<file path="src/rtl/core/bedl_pkg.sv">
// Shared constants, types and state codes for the button debounce and lockout block.
package bedl_pkg;

    // Field and register widths
    localparam int TIME_W      = 32;
    localparam int CFG_W       = 16;
    localparam int IN_IDX_W    = 2;
    localparam int PINS_W      = 4;
    localparam int CFG_ADDR_W  = 1;

    // Default button count
    localparam int NUM_BUTTONS_DEF = 4;

    // Register reset values
    localparam logic [CFG_W-1:0] DEBOUNCE_RESET = 16'd15;
    localparam logic [CFG_W-1:0] LOCKOUT_RESET  = 16'd120;

    // Register indexes
    localparam logic [CFG_ADDR_W-1:0] REG_DEBOUNCE = 1'b0;
    localparam logic [CFG_ADDR_W-1:0] REG_LOCKOUT  = 1'b1;

    // Item kinds
    localparam logic KIND_EDGE = 1'b0;
    localparam logic KIND_POLL = 1'b1;

    // Sequencer states
    typedef enum logic [3:0] {
        ST_IDLE = 4'b0001,
        ST_AGE  = 4'b0010,
        ST_LOCK = 4'b0100,
        ST_DONE = 4'b1000
    } bedl_state_t;

    // Write strobes from the sequencer to the timestamp store
    typedef struct packed {
        logic edge_we;
        logic pend_clr;
        logic acc_we;
    } bedl_store_cmd_t;

endpackage

</file>
<file path="src/rtl/core/bedl_if.sv">
// Channel interfaces: input items, result items and register writes.
interface bedl_in_if;
    logic                          valid;
    logic                          ready;
    logic                          kind;
    logic [bedl_pkg::IN_IDX_W-1:0] button_index;
    logic [bedl_pkg::TIME_W-1:0]   now_ms;
    logic [bedl_pkg::PINS_W-1:0]   pins_low;

    modport source (output valid, kind, button_index, now_ms, pins_low, input ready);
    modport sink   (input valid, kind, button_index, now_ms, pins_low, output ready);
endinterface

interface bedl_out_if;
    logic                          valid;
    logic                          ready;
    logic                          pressed;
    logic [bedl_pkg::IN_IDX_W-1:0] button;

    modport source (output valid, pressed, button, input ready);
    modport sink   (input valid, pressed, button, output ready);
endinterface

interface bedl_cfg_if;
    logic                            valid;
    logic                            ready;
    logic [bedl_pkg::CFG_ADDR_W-1:0] index;
    logic [bedl_pkg::CFG_W-1:0]      data;

    modport source (output valid, index, data, input ready);
    modport sink   (input valid, index, data, output ready);
endinterface

</file>
<file path="src/rtl/core/bedl_cmp.sv">
// Shared wrapping time compare: (a - b) mod 2^32 against a limit.
module bedl_cmp
(
    input  logic [bedl_pkg::TIME_W-1:0] a,
    input  logic [bedl_pkg::TIME_W-1:0] b,
    input  logic [bedl_pkg::CFG_W-1:0]  limit,
    output logic                        ge
);

    logic [bedl_pkg::TIME_W-1:0] diff;

    // Take the wrapped age and check it against the limit
    always_comb
    begin
        diff = a - b;
        ge   = (diff >= bedl_pkg::TIME_W'(limit));
    end

endmodule

</file>
<file path="src/rtl/core/bedl_store.sv">
// Per-button edge timestamps, acceptance timestamps and pending marks.
module bedl_store
#(
    parameter int NUM_BUTTONS = bedl_pkg::NUM_BUTTONS_DEF,
    parameter int IDX_W       = (NUM_BUTTONS > 1) ? $clog2(NUM_BUTTONS) : 1
)
(
    input  logic                            clk,
    input  logic                            rst_n,
    input  bedl_pkg::bedl_store_cmd_t       cmd,
    input  logic [IDX_W-1:0]                edge_idx,
    input  logic [IDX_W-1:0]                scan_idx,
    input  logic [bedl_pkg::TIME_W-1:0]     wr_time,
    output logic [NUM_BUTTONS-1:0]          pending,
    output logic [bedl_pkg::TIME_W-1:0]     edge_time,
    output logic [bedl_pkg::TIME_W-1:0]     accept_time
);

    logic [bedl_pkg::TIME_W-1:0] edge_time_reg   [NUM_BUTTONS];
    logic [bedl_pkg::TIME_W-1:0] accept_time_reg [NUM_BUTTONS];
    logic [NUM_BUTTONS-1:0]      pending_reg;

    // Record edge times, clear or set pending marks, stamp acceptances
    always_ff @(posedge clk or negedge rst_n)
    begin
        if (!rst_n)
        begin
            pending_reg <= '0;
            for (int i = 0; i < NUM_BUTTONS; i++)
            begin
                edge_time_reg[i]   <= '0;
                accept_time_reg[i] <= '0;
            end
        end
        else
        begin
            if (cmd.edge_we)
            begin
                edge_time_reg[edge_idx] <= wr_time;
                pending_reg[edge_idx]   <= 1'b1;
            end
            if (cmd.pend_clr)
            begin
                pending_reg[scan_idx] <= 1'b0;
            end
            if (cmd.acc_we)
            begin
                accept_time_reg[scan_idx] <= wr_time;
            end
        end
    end

    // Present the button under scan
    assign pending     = pending_reg;
    assign edge_time   = edge_time_reg[scan_idx];
    assign accept_time = accept_time_reg[scan_idx];

endmodule

</file>
<file path="src/rtl/core/bedl_seq.sv">
// Scan sequencer: takes items, walks the buttons through the shared compare, holds the result.
module bedl_seq
#(
    parameter int NUM_BUTTONS = bedl_pkg::NUM_BUTTONS_DEF,
    parameter int IDX_W       = (NUM_BUTTONS > 1) ? $clog2(NUM_BUTTONS) : 1
)
(
    input  logic                            clk,
    input  logic                            rst_n,
    // input item
    input  logic                            in_valid,
    output logic                            in_ready,
    input  logic                            kind,
    input  logic [bedl_pkg::IN_IDX_W-1:0]   button_index,
    input  logic [bedl_pkg::TIME_W-1:0]     now_ms,
    input  logic [bedl_pkg::PINS_W-1:0]     pins_low,
    // result item
    output logic                            out_valid,
    input  logic                            out_ready,
    output logic                            pressed,
    output logic [bedl_pkg::IN_IDX_W-1:0]   button,
    // registers
    input  logic [bedl_pkg::CFG_W-1:0]      debounce_time,
    input  logic [bedl_pkg::CFG_W-1:0]      lockout_time,
    // store side
    output bedl_pkg::bedl_store_cmd_t       cmd,
    output logic [IDX_W-1:0]                edge_idx,
    output logic [IDX_W-1:0]                scan_idx,
    output logic [bedl_pkg::TIME_W-1:0]     wr_time,
    input  logic [NUM_BUTTONS-1:0]          pending,
    input  logic [bedl_pkg::TIME_W-1:0]     edge_time,
    input  logic [bedl_pkg::TIME_W-1:0]     accept_time,
    // compare unit side
    output logic [bedl_pkg::TIME_W-1:0]     cmp_a,
    output logic [bedl_pkg::TIME_W-1:0]     cmp_b,
    output logic [bedl_pkg::CFG_W-1:0]      cmp_limit,
    input  logic                            cmp_ge
);

    localparam logic [IDX_W-1:0] LAST_IDX = IDX_W'(NUM_BUTTONS - 1);

    bedl_pkg::bedl_state_t          state_reg, state_next;
    logic [IDX_W-1:0]               idx_reg, idx_next;
    logic [bedl_pkg::TIME_W-1:0]    now_reg, now_next;
    logic [bedl_pkg::PINS_W-1:0]    pins_reg, pins_next;
    logic                           res_pressed_reg, res_pressed_next;
    logic [bedl_pkg::IN_IDX_W-1:0]  res_button_reg, res_button_next;
    logic                           out_valid_reg, out_valid_next;
    logic                           pressed_reg, pressed_next;
    logic [bedl_pkg::IN_IDX_W-1:0]  button_reg, button_next;

    logic                           take;
    logic                           edge_in_range;
    logic [3:0]                     idx_wide;
    logic                           pin_low;

    // Decode the scanned button and its pin level
    always_comb
    begin
        take          = in_valid && in_ready;
        edge_in_range = (32'(button_index) < NUM_BUTTONS);
        idx_wide      = 4'(idx_reg);
        pin_low       = (idx_wide < 4'(bedl_pkg::PINS_W)) && pins_reg[idx_wide[1:0]];
    end

    // Sequence the scan
    always_comb
    begin
        state_next       = state_reg;
        idx_next         = idx_reg;
        now_next         = now_reg;
        pins_next        = pins_reg;
        res_pressed_next = res_pressed_reg;
        res_button_next  = res_button_reg;
        out_valid_next   = out_valid_reg && !out_ready;
        pressed_next     = pressed_reg;
        button_next      = button_reg;
        cmd              = '0;
        edge_idx         = IDX_W'(button_index);
        wr_time          = now_reg;

        unique case (state_reg)
            bedl_pkg::ST_IDLE:
            begin
                wr_time = now_ms;
                if (take)
                begin
                    if (kind == bedl_pkg::KIND_EDGE)
                    begin
                        // Keep the earlier timestamp while already pending
                        if (edge_in_range)
                        begin
                            if (!pending[edge_idx])
                            begin
                                cmd.edge_we = 1'b1;
                            end
                        end
                    end
                    else
                    begin
                        now_next         = now_ms;
                        pins_next        = pins_low;
                        idx_next         = '0;
                        res_pressed_next = 1'b0;
                        res_button_next  = '0;
                        state_next       = bedl_pkg::ST_AGE;
                    end
                end
            end

            bedl_pkg::ST_AGE:
            begin
                if (pending[idx_reg] && cmp_ge)
                begin
                    cmd.pend_clr = 1'b1;
                end
                if (pending[idx_reg] && cmp_ge && pin_low)
                begin
                    state_next = bedl_pkg::ST_LOCK;
                end
                else if (idx_reg == LAST_IDX)
                begin
                    state_next = bedl_pkg::ST_DONE;
                end
                else
                begin
                    idx_next = idx_reg + 1'b1;
                end
            end

            bedl_pkg::ST_LOCK:
            begin
                if (cmp_ge)
                begin
                    cmd.acc_we       = 1'b1;
                    res_pressed_next = 1'b1;
                    res_button_next  = idx_wide[1:0];
                    state_next       = bedl_pkg::ST_DONE;
                end
                else if (idx_reg == LAST_IDX)
                begin
                    state_next = bedl_pkg::ST_DONE;
                end
                else
                begin
                    idx_next   = idx_reg + 1'b1;
                    state_next = bedl_pkg::ST_AGE;
                end
            end

            bedl_pkg::ST_DONE:
            begin
                // Hand the result to the output register once it is free
                if (!out_valid_reg || out_ready)
                begin
                    out_valid_next = 1'b1;
                    pressed_next   = res_pressed_reg;
                    button_next    = res_button_reg;
                    state_next     = bedl_pkg::ST_IDLE;
                end
            end

            default:
            begin
                state_next = bedl_pkg::ST_IDLE;
            end
        endcase
    end

    // Route the scanned button into the shared compare
    always_comb
    begin
        cmp_a = now_reg;
        if (state_reg == bedl_pkg::ST_LOCK)
        begin
            cmp_b     = accept_time;
            cmp_limit = lockout_time;
        end
        else
        begin
            cmp_b     = edge_time;
            cmp_limit = debounce_time;
        end
    end

    // Control state
    always_ff @(posedge clk or negedge rst_n)
    begin
        if (!rst_n)
        begin
            state_reg     <= bedl_pkg::ST_IDLE;
            idx_reg       <= '0;
            out_valid_reg <= 1'b0;
        end
        else
        begin
            state_reg     <= state_next;
            idx_reg       <= idx_next;
            out_valid_reg <= out_valid_next;
        end
    end

    // Payload
    always_ff @(posedge clk)
    begin
        now_reg         <= now_next;
        pins_reg        <= pins_next;
        res_pressed_reg <= res_pressed_next;
        res_button_reg  <= res_button_next;
        pressed_reg     <= pressed_next;
        button_reg      <= button_next;
    end

    assign in_ready  = (state_reg == bedl_pkg::ST_IDLE);
    assign scan_idx  = idx_reg;
    assign out_valid = out_valid_reg;
    assign pressed   = pressed_reg;
    assign button    = button_reg;

endmodule

</file>
<file path="src/rtl/core/button_edge_debounce_lockout.sv">
// Top level of the button debounce and lockout qualifier.
//
// Channels: "item" takes edge beats (kind 0: a falling edge on button_index at
// now_ms) and poll beats (kind 1: the time and the pin levels). "result" gives one
// beat per poll: pressed and the accepted button, or pressed 0 and button 0.
// "cfg" writes debounce_time (index 0) and lockout_time (index 1); it is always
// ready. Users must write it only while the block is idle; nothing enforces it.
//
// An edge beat is taken and the block stays ready. A poll walks the buttons one
// at a time through a single wrapping subtract and compare unit: each button gets
// an age check in ST_AGE, an aged button whose pin reads low also gets a lockout
// check in ST_LOCK, and the scan ends at the first button that passes it; ST_DONE
// then loads the output register. The block is ready again in the cycle the
// result turns valid and takes no item while a poll is scanning.
//
// Reset clears all timestamps and pending marks and loads the register defaults.
// A stalled result sits in the output register; the block still accepts items,
// and a following poll waits at its end until the output register frees up.
module button_edge_debounce_lockout
#(
    parameter int NUM_BUTTONS = bedl_pkg::NUM_BUTTONS_DEF
)
(
    input  logic        clk,
    input  logic        rst_n,
    bedl_in_if.sink     item,
    bedl_out_if.source  result,
    bedl_cfg_if.sink    cfg
);

    localparam int IDX_W = (NUM_BUTTONS > 1) ? $clog2(NUM_BUTTONS) : 1;

    logic [bedl_pkg::CFG_W-1:0]  debounce_reg, debounce_next;
    logic [bedl_pkg::CFG_W-1:0]  lockout_reg, lockout_next;

    bedl_pkg::bedl_store_cmd_t   cmd;
    logic [IDX_W-1:0]            edge_idx;
    logic [IDX_W-1:0]            scan_idx;
    logic [bedl_pkg::TIME_W-1:0] wr_time;
    logic [NUM_BUTTONS-1:0]      pending;
    logic [bedl_pkg::TIME_W-1:0] edge_time;
    logic [bedl_pkg::TIME_W-1:0] accept_time;
    logic [bedl_pkg::TIME_W-1:0] cmp_a;
    logic [bedl_pkg::TIME_W-1:0] cmp_b;
    logic [bedl_pkg::CFG_W-1:0]  cmp_limit;
    logic                        cmp_ge;

    // Register writes
    always_comb
    begin
        debounce_next = debounce_reg;
        lockout_next  = lockout_reg;
        if (cfg.valid)
        begin
            unique case (cfg.index)
                bedl_pkg::REG_DEBOUNCE: debounce_next = cfg.data;
                bedl_pkg::REG_LOCKOUT:  lockout_next  = cfg.data;
                default:                debounce_next = debounce_reg;
            endcase
        end
    end

    always_ff @(posedge clk or negedge rst_n)
    begin
        if (!rst_n)
        begin
            debounce_reg <= bedl_pkg::DEBOUNCE_RESET;
            lockout_reg  <= bedl_pkg::LOCKOUT_RESET;
        end
        else
        begin
            debounce_reg <= debounce_next;
            lockout_reg  <= lockout_next;
        end
    end

    assign cfg.ready = 1'b1;

    // Scan sequencer
    bedl_seq #(
        .NUM_BUTTONS (NUM_BUTTONS),
        .IDX_W       (IDX_W)
    ) u_seq (
        .clk           (clk),
        .rst_n         (rst_n),
        .in_valid      (item.valid),
        .in_ready      (item.ready),
        .kind          (item.kind),
        .button_index  (item.button_index),
        .now_ms        (item.now_ms),
        .pins_low      (item.pins_low),
        .out_valid     (result.valid),
        .out_ready     (result.ready),
        .pressed       (result.pressed),
        .button        (result.button),
        .debounce_time (debounce_reg),
        .lockout_time  (lockout_reg),
        .cmd           (cmd),
        .edge_idx      (edge_idx),
        .scan_idx      (scan_idx),
        .wr_time       (wr_time),
        .pending       (pending),
        .edge_time     (edge_time),
        .accept_time   (accept_time),
        .cmp_a         (cmp_a),
        .cmp_b         (cmp_b),
        .cmp_limit     (cmp_limit),
        .cmp_ge        (cmp_ge)
    );

    // Timestamp store
    bedl_store #(
        .NUM_BUTTONS (NUM_BUTTONS),
        .IDX_W       (IDX_W)
    ) u_store (
        .clk         (clk),
        .rst_n       (rst_n),
        .cmd         (cmd),
        .edge_idx    (edge_idx),
        .scan_idx    (scan_idx),
        .wr_time     (wr_time),
        .pending     (pending),
        .edge_time   (edge_time),
        .accept_time (accept_time)
    );

    // Shared wrapping compare
    bedl_cmp u_cmp (
        .a     (cmp_a),
        .b     (cmp_b),
        .limit (cmp_limit),
        .ge    (cmp_ge)
    );

endmodule
</file>
<file path="src/flat_wrapper.sv">
// flat-port wrapper written by rule: the top's interface ports become plain ports
module button_edge_debounce_lockout_flat 
#(
    parameter int NUM_BUTTONS = bedl_pkg::NUM_BUTTONS_DEF
)
  (clk, rst_n, item_valid, item_kind, item_button_index, item_now_ms, item_pins_low, item_ready, result_valid, result_pressed, result_button, result_ready, cfg_valid, cfg_index, cfg_data, cfg_ready);
  bedl_in_if item_i ();
  bedl_out_if result_i ();
  bedl_cfg_if cfg_i ();
  input  logic clk;
  input  logic rst_n;
  input wire logic [$bits(item_i.valid)-1:0] item_valid;
  input wire logic [$bits(item_i.kind)-1:0] item_kind;
  input wire logic [$bits(item_i.button_index)-1:0] item_button_index;
  input wire logic [$bits(item_i.now_ms)-1:0] item_now_ms;
  input wire logic [$bits(item_i.pins_low)-1:0] item_pins_low;
  output wire logic [$bits(item_i.ready)-1:0] item_ready;
  output wire logic [$bits(result_i.valid)-1:0] result_valid;
  output wire logic [$bits(result_i.pressed)-1:0] result_pressed;
  output wire logic [$bits(result_i.button)-1:0] result_button;
  input wire logic [$bits(result_i.ready)-1:0] result_ready;
  input wire logic [$bits(cfg_i.valid)-1:0] cfg_valid;
  input wire logic [$bits(cfg_i.index)-1:0] cfg_index;
  input wire logic [$bits(cfg_i.data)-1:0] cfg_data;
  output wire logic [$bits(cfg_i.ready)-1:0] cfg_ready;
  assign item_i.valid = item_valid;
  assign item_i.kind = item_kind;
  assign item_i.button_index = item_button_index;
  assign item_i.now_ms = item_now_ms;
  assign item_i.pins_low = item_pins_low;
  assign item_ready = item_i.ready;
  assign result_valid = result_i.valid;
  assign result_pressed = result_i.pressed;
  assign result_button = result_i.button;
  assign result_i.ready = result_ready;
  assign cfg_i.valid = cfg_valid;
  assign cfg_i.index = cfg_index;
  assign cfg_i.data = cfg_data;
  assign cfg_ready = cfg_i.ready;
  button_edge_debounce_lockout #(.NUM_BUTTONS(NUM_BUTTONS)) u_core (.clk(clk), .rst_n(rst_n), .item(item_i), .result(result_i), .cfg(cfg_i));
endmodule
</file>
<file path="config.mk">
export PLATFORM = sky130hd
export DESIGN_NAME = button_edge_debounce_lockout_flat
export DESIGN_NICKNAME = d
export VERILOG_FILES = /design/src/rtl/core/bedl_pkg.sv /design/src/rtl/core/bedl_if.sv /design/src/rtl/core/bedl_cmp.sv /design/src/rtl/core/bedl_store.sv /design/src/rtl/core/bedl_seq.sv /design/src/rtl/core/button_edge_debounce_lockout.sv /design/src/flat_wrapper.sv
export SDC_FILE = /design/constraint.sdc
export NUM_CORES = 1
export LEC_CHECK = 0
export BUFFER_PORTS_ARGS = -buffer_cell sky130_fd_sc_hd__buf_2
export CORE_UTILIZATION = 40
export DETAILED_ROUTE_END_ITERATION = 16
export GPL_ROUTABILITY_DRIVEN = 0
export PLACE_DENSITY = 0.63
export SLEW_MARGIN = 10
export SYNTH_ARGS = -nofsm -noshare
export SYNTH_HDL_FRONTEND = slang
export SYNTH_SLANG_ARGS = --single-unit
</file>
<file path="constraint.sdc">
create_clock -name clk -period 7.15 [get_ports clk]
set_clock_uncertainty 0.05 [all_clocks]
set_input_delay 0.3575 -clock clk [delete_from_list [all_inputs] [get_ports clk]]
set_output_delay 0.3575 -clock clk [all_outputs]
set_load 0.02 [all_outputs]
</file>
==> impl_metrics.toml <==
[outcome]
status = "finished clean"

[floorplan]
initial_core_util_pct = 40.6
die_w_um = 214
core_area_um2 = 44300
die_h_um = 214
rows = 77
io_pins = 67
die_area_um2 = 45800

[synthesis]
synthFlopType = "dfrtp_1"
yosysWarnings = 0
syn_area_per_cell_um2 = 12.7
ys_types = 71
syn-num-nets = 1536
synth_seq_area_share_pct = 48.7
yosysMostFrequentCell = "dfrtp_1"
ys_async_sr_fraction_pct = 87.7
synthesis.area_um2 = 18000
synth_edf_count = 42
yosysTopAreaCellShare_pct = 40.3
synthTopCellsByCount = "dfrtp_1, mux2_4, a21oi_1"
netlist_instances = 1421
ys_seq_elements = 341
yosys.area.top_type = "dfrtp_1"
ys_top_cells_by_area = "dfrtp_1, mux2_4, mux4_2"

[final_layout]
num-nets-final = 1639
diodes = 0
nFillCells = 3949
fin_area_um2 = 20700
drive_gt1_share_pct = 29.0
synthToLayoutAreaGrowth_pct = 15.3
multi_input_area_um2 = 8790
postLayoutCoreUtil_pct = 46.8
seqCellArea_um2 = 8760

[routing]
drt_iter0_markers = 880
drc = 0
firstDrtPassIters = 5
route.antenna.remaining_nets = 0
routedWlPerCell_um = 20.8
routed_wl_um = 44700
num_vias = 11900
vias_per_cell = 5.56

[power_and_ir_drop]
seq_power_share_pct = 35.0
vdd_ir_drop_max_uv = 156
power.switching_mw = 2.74
powerDensity_nw_per_um2 = 363
switching_share_pct = 36.3
power.combinational.fraction_pct = 38.5
p_leak_nw = 8.84
p_int_mw = 4.80
clockPowerShare_pct = 26.5

[setup_path]
cp.arrival_ns = 6.83
startpoint_type = "register"
worstSetupEndpointType = "register"
crit_fanout = 22
required_ns = 7.53
critPathKind = "reg2reg"

[clock_tree]
cts.sinks = 341
insertion_delay_ns = 0.57
cts_buffer_depth = 3
post_cts_buffers = 0
clkTransAtPathRegs_ns = 0.06
htreeDepth = 2
cts_tree = "done"
post_cts_resized = 0
cts_made_buffers = 40
cts_root_buf = "clkbuf_16"

[grt]
grt.total_usage_pct = 19.9
antenna_found_initial = 0
grt_max_degree = 179
overflow = 0
grt_pass1_wl_um = 71600
grt_pass1_vias = 12400

[timing]
slew_headroom_pct = 20.6
worstMarginPinSlew_ns = 1.19
setup_violations = 0
max_freq_mhz = 155
whs_ns = 0.0309
period_share_pct = 90.2
fin_ws_ns = 0.699
finalSetupTns_ns = 0
timing_hold_violations_final = 0
rsz0062_at_grt = "false"
drv_slew = 0
fin_crit_ns = 6.45

[placed_design]
placed_cell_area_um2 = 19000
io_buffers = 65
dp_hpwl_um = 29600
detailedPlace.worstSlack_ns = 0.666

[worst_hold_path]
worstHoldPathType = "in2reg"

[job]
cap_violations = 0
routing by layer:
metal  vias to the layer above  track usage [%]  wire length (µm)
met2                       351             31.4             20700
li1                       5465                -                 -
met5                         -                0                 0
met1                      6063             28.0             20700
met3                        69             3.02              2200
met4                         0             6.98              1170
what timing repair did:
action,CTS,global route
hold buffers,50,0
endpoints found under the hold margin,174,0
endpoints found under the setup margin,0,0
path summary, 6_finish.rpt:
check                                                            to  slack [ns]                            from  cells past startpoint
worst min register to register               u_core.u_seq.button[0]        0.38  u_core.u_seq.res_button_reg[0]                      0
worst max register to register  u_core.u_store.accept_time_reg[114]        0.70        u_core.u_seq.scan_idx[0]                     24
worst min-delay path                         u_core.lockout_reg[13]        0.03                    cfg_data[13]                      2
min in group asynchronous                    u_core.u_seq.out_valid        0.41                           rst_n                      2
max in group asynchronous        u_core.u_store.accept_time_reg[80]        5.04                           rst_n                      3
worst max-delay path            u_core.u_store.accept_time_reg[114]        0.70        u_core.u_seq.scan_idx[0]                     24
power by group through the flow:
| stage | Combinational [mW] | Clock, mW | Sequential, mW |
|---|---|---|---|
| 2_1_floorplan | 2.14 | 0 | 2.57 |
| 3_3_place_gp | 2.80 | 0 | 2.64 |
| 3_5_place_dp | 2.84 | 0 | 2.67 |
| 4_1_cts | 2.87 | 2.05 | 2.64 |
| 5_1_grt | 3.22 | 2.12 | 2.69 |
| 6_report | 2.90 | 2.00 | 2.64 |
critical path, stage by stage, from the launching register on:
cell,delay (ns)
dfrtp_4,0.51
buf_12,0.24
mux4_2,0.51
mux2i_1,0.20
inv_1,0.09
fa_1,0.46
nor2b_1,0.17
o211ai_1,0.18
a21oi_1,0.29
nor2b_1,0.12
o21a_1,0.20
xnor2_1,0.12
ha_1,0.32
a21o_1,0.17
a21oi_1,0.17
nand2_1,0.08
o31a_1,0.32
nor4b_1,0.29
nor4b_1,0.27
nand4_1,0.23
nor4_4,0.34
buf_4,0.24
nor2_4,0.19
buf_4,0.25
mux2_4,0.30
cells by family (layout without fill, tap and decap cells):
kind of cell	Yosys count	in the layout	synth area share (%)
adders and majority gates	54	54	3.80
AOI/OAI and AO/OA	265	265	8.58
and+or+nand+nor	305	305	8.19
DFF	341	341	48.7
buffers and inverters	98	232	2.61
other	1	1	0.0208
xor gates and xnor gates	21	21	1.02
muxes	336	336	27.1
cell usage in the layout (no fill, tap or decap), types with 15 or more instances in the layout:
cell type,Yosys,final
nor2_1,92,92
clkbuf_16,0,40
ha_1,53,53
buf_4,1,23
mux2_4,120,120
o21ai_0,80,80
mux2_2,72,72
mux4_2,66,66
a21oi_1,117,117
buf_2,5,64
dlygate4sd3_1,0,50
mux2i_1,78,78
nand2_1,111,111
edfxtp_1,42,42
inv_1,16,15
dfrtp_1,290,288
through the flow:
stage / power (mW) / cells
2_1_floorplan: 4.72 / 1421
3_3_place_gp: 5.44 / 2024
5_1_grt: 8.03 / 2147
3_5_place_dp: 5.50 / 2024
4_1_cts: 7.56 / 2147
6_report: 7.53 / 2147
area by class of cell:
cell class / count / area share [%]
sequential: 341 / 42.2
clock inverter: 20 / 0.808
timing repair buffer: 143 / 5.34
tap: 592 / 3.57
clock buffer: 53 / 5.40
multi-input combinational: 982 / 42.4
inverter: 16 / 0.289
Note: power is estimated with default switching activity, not from simulation.
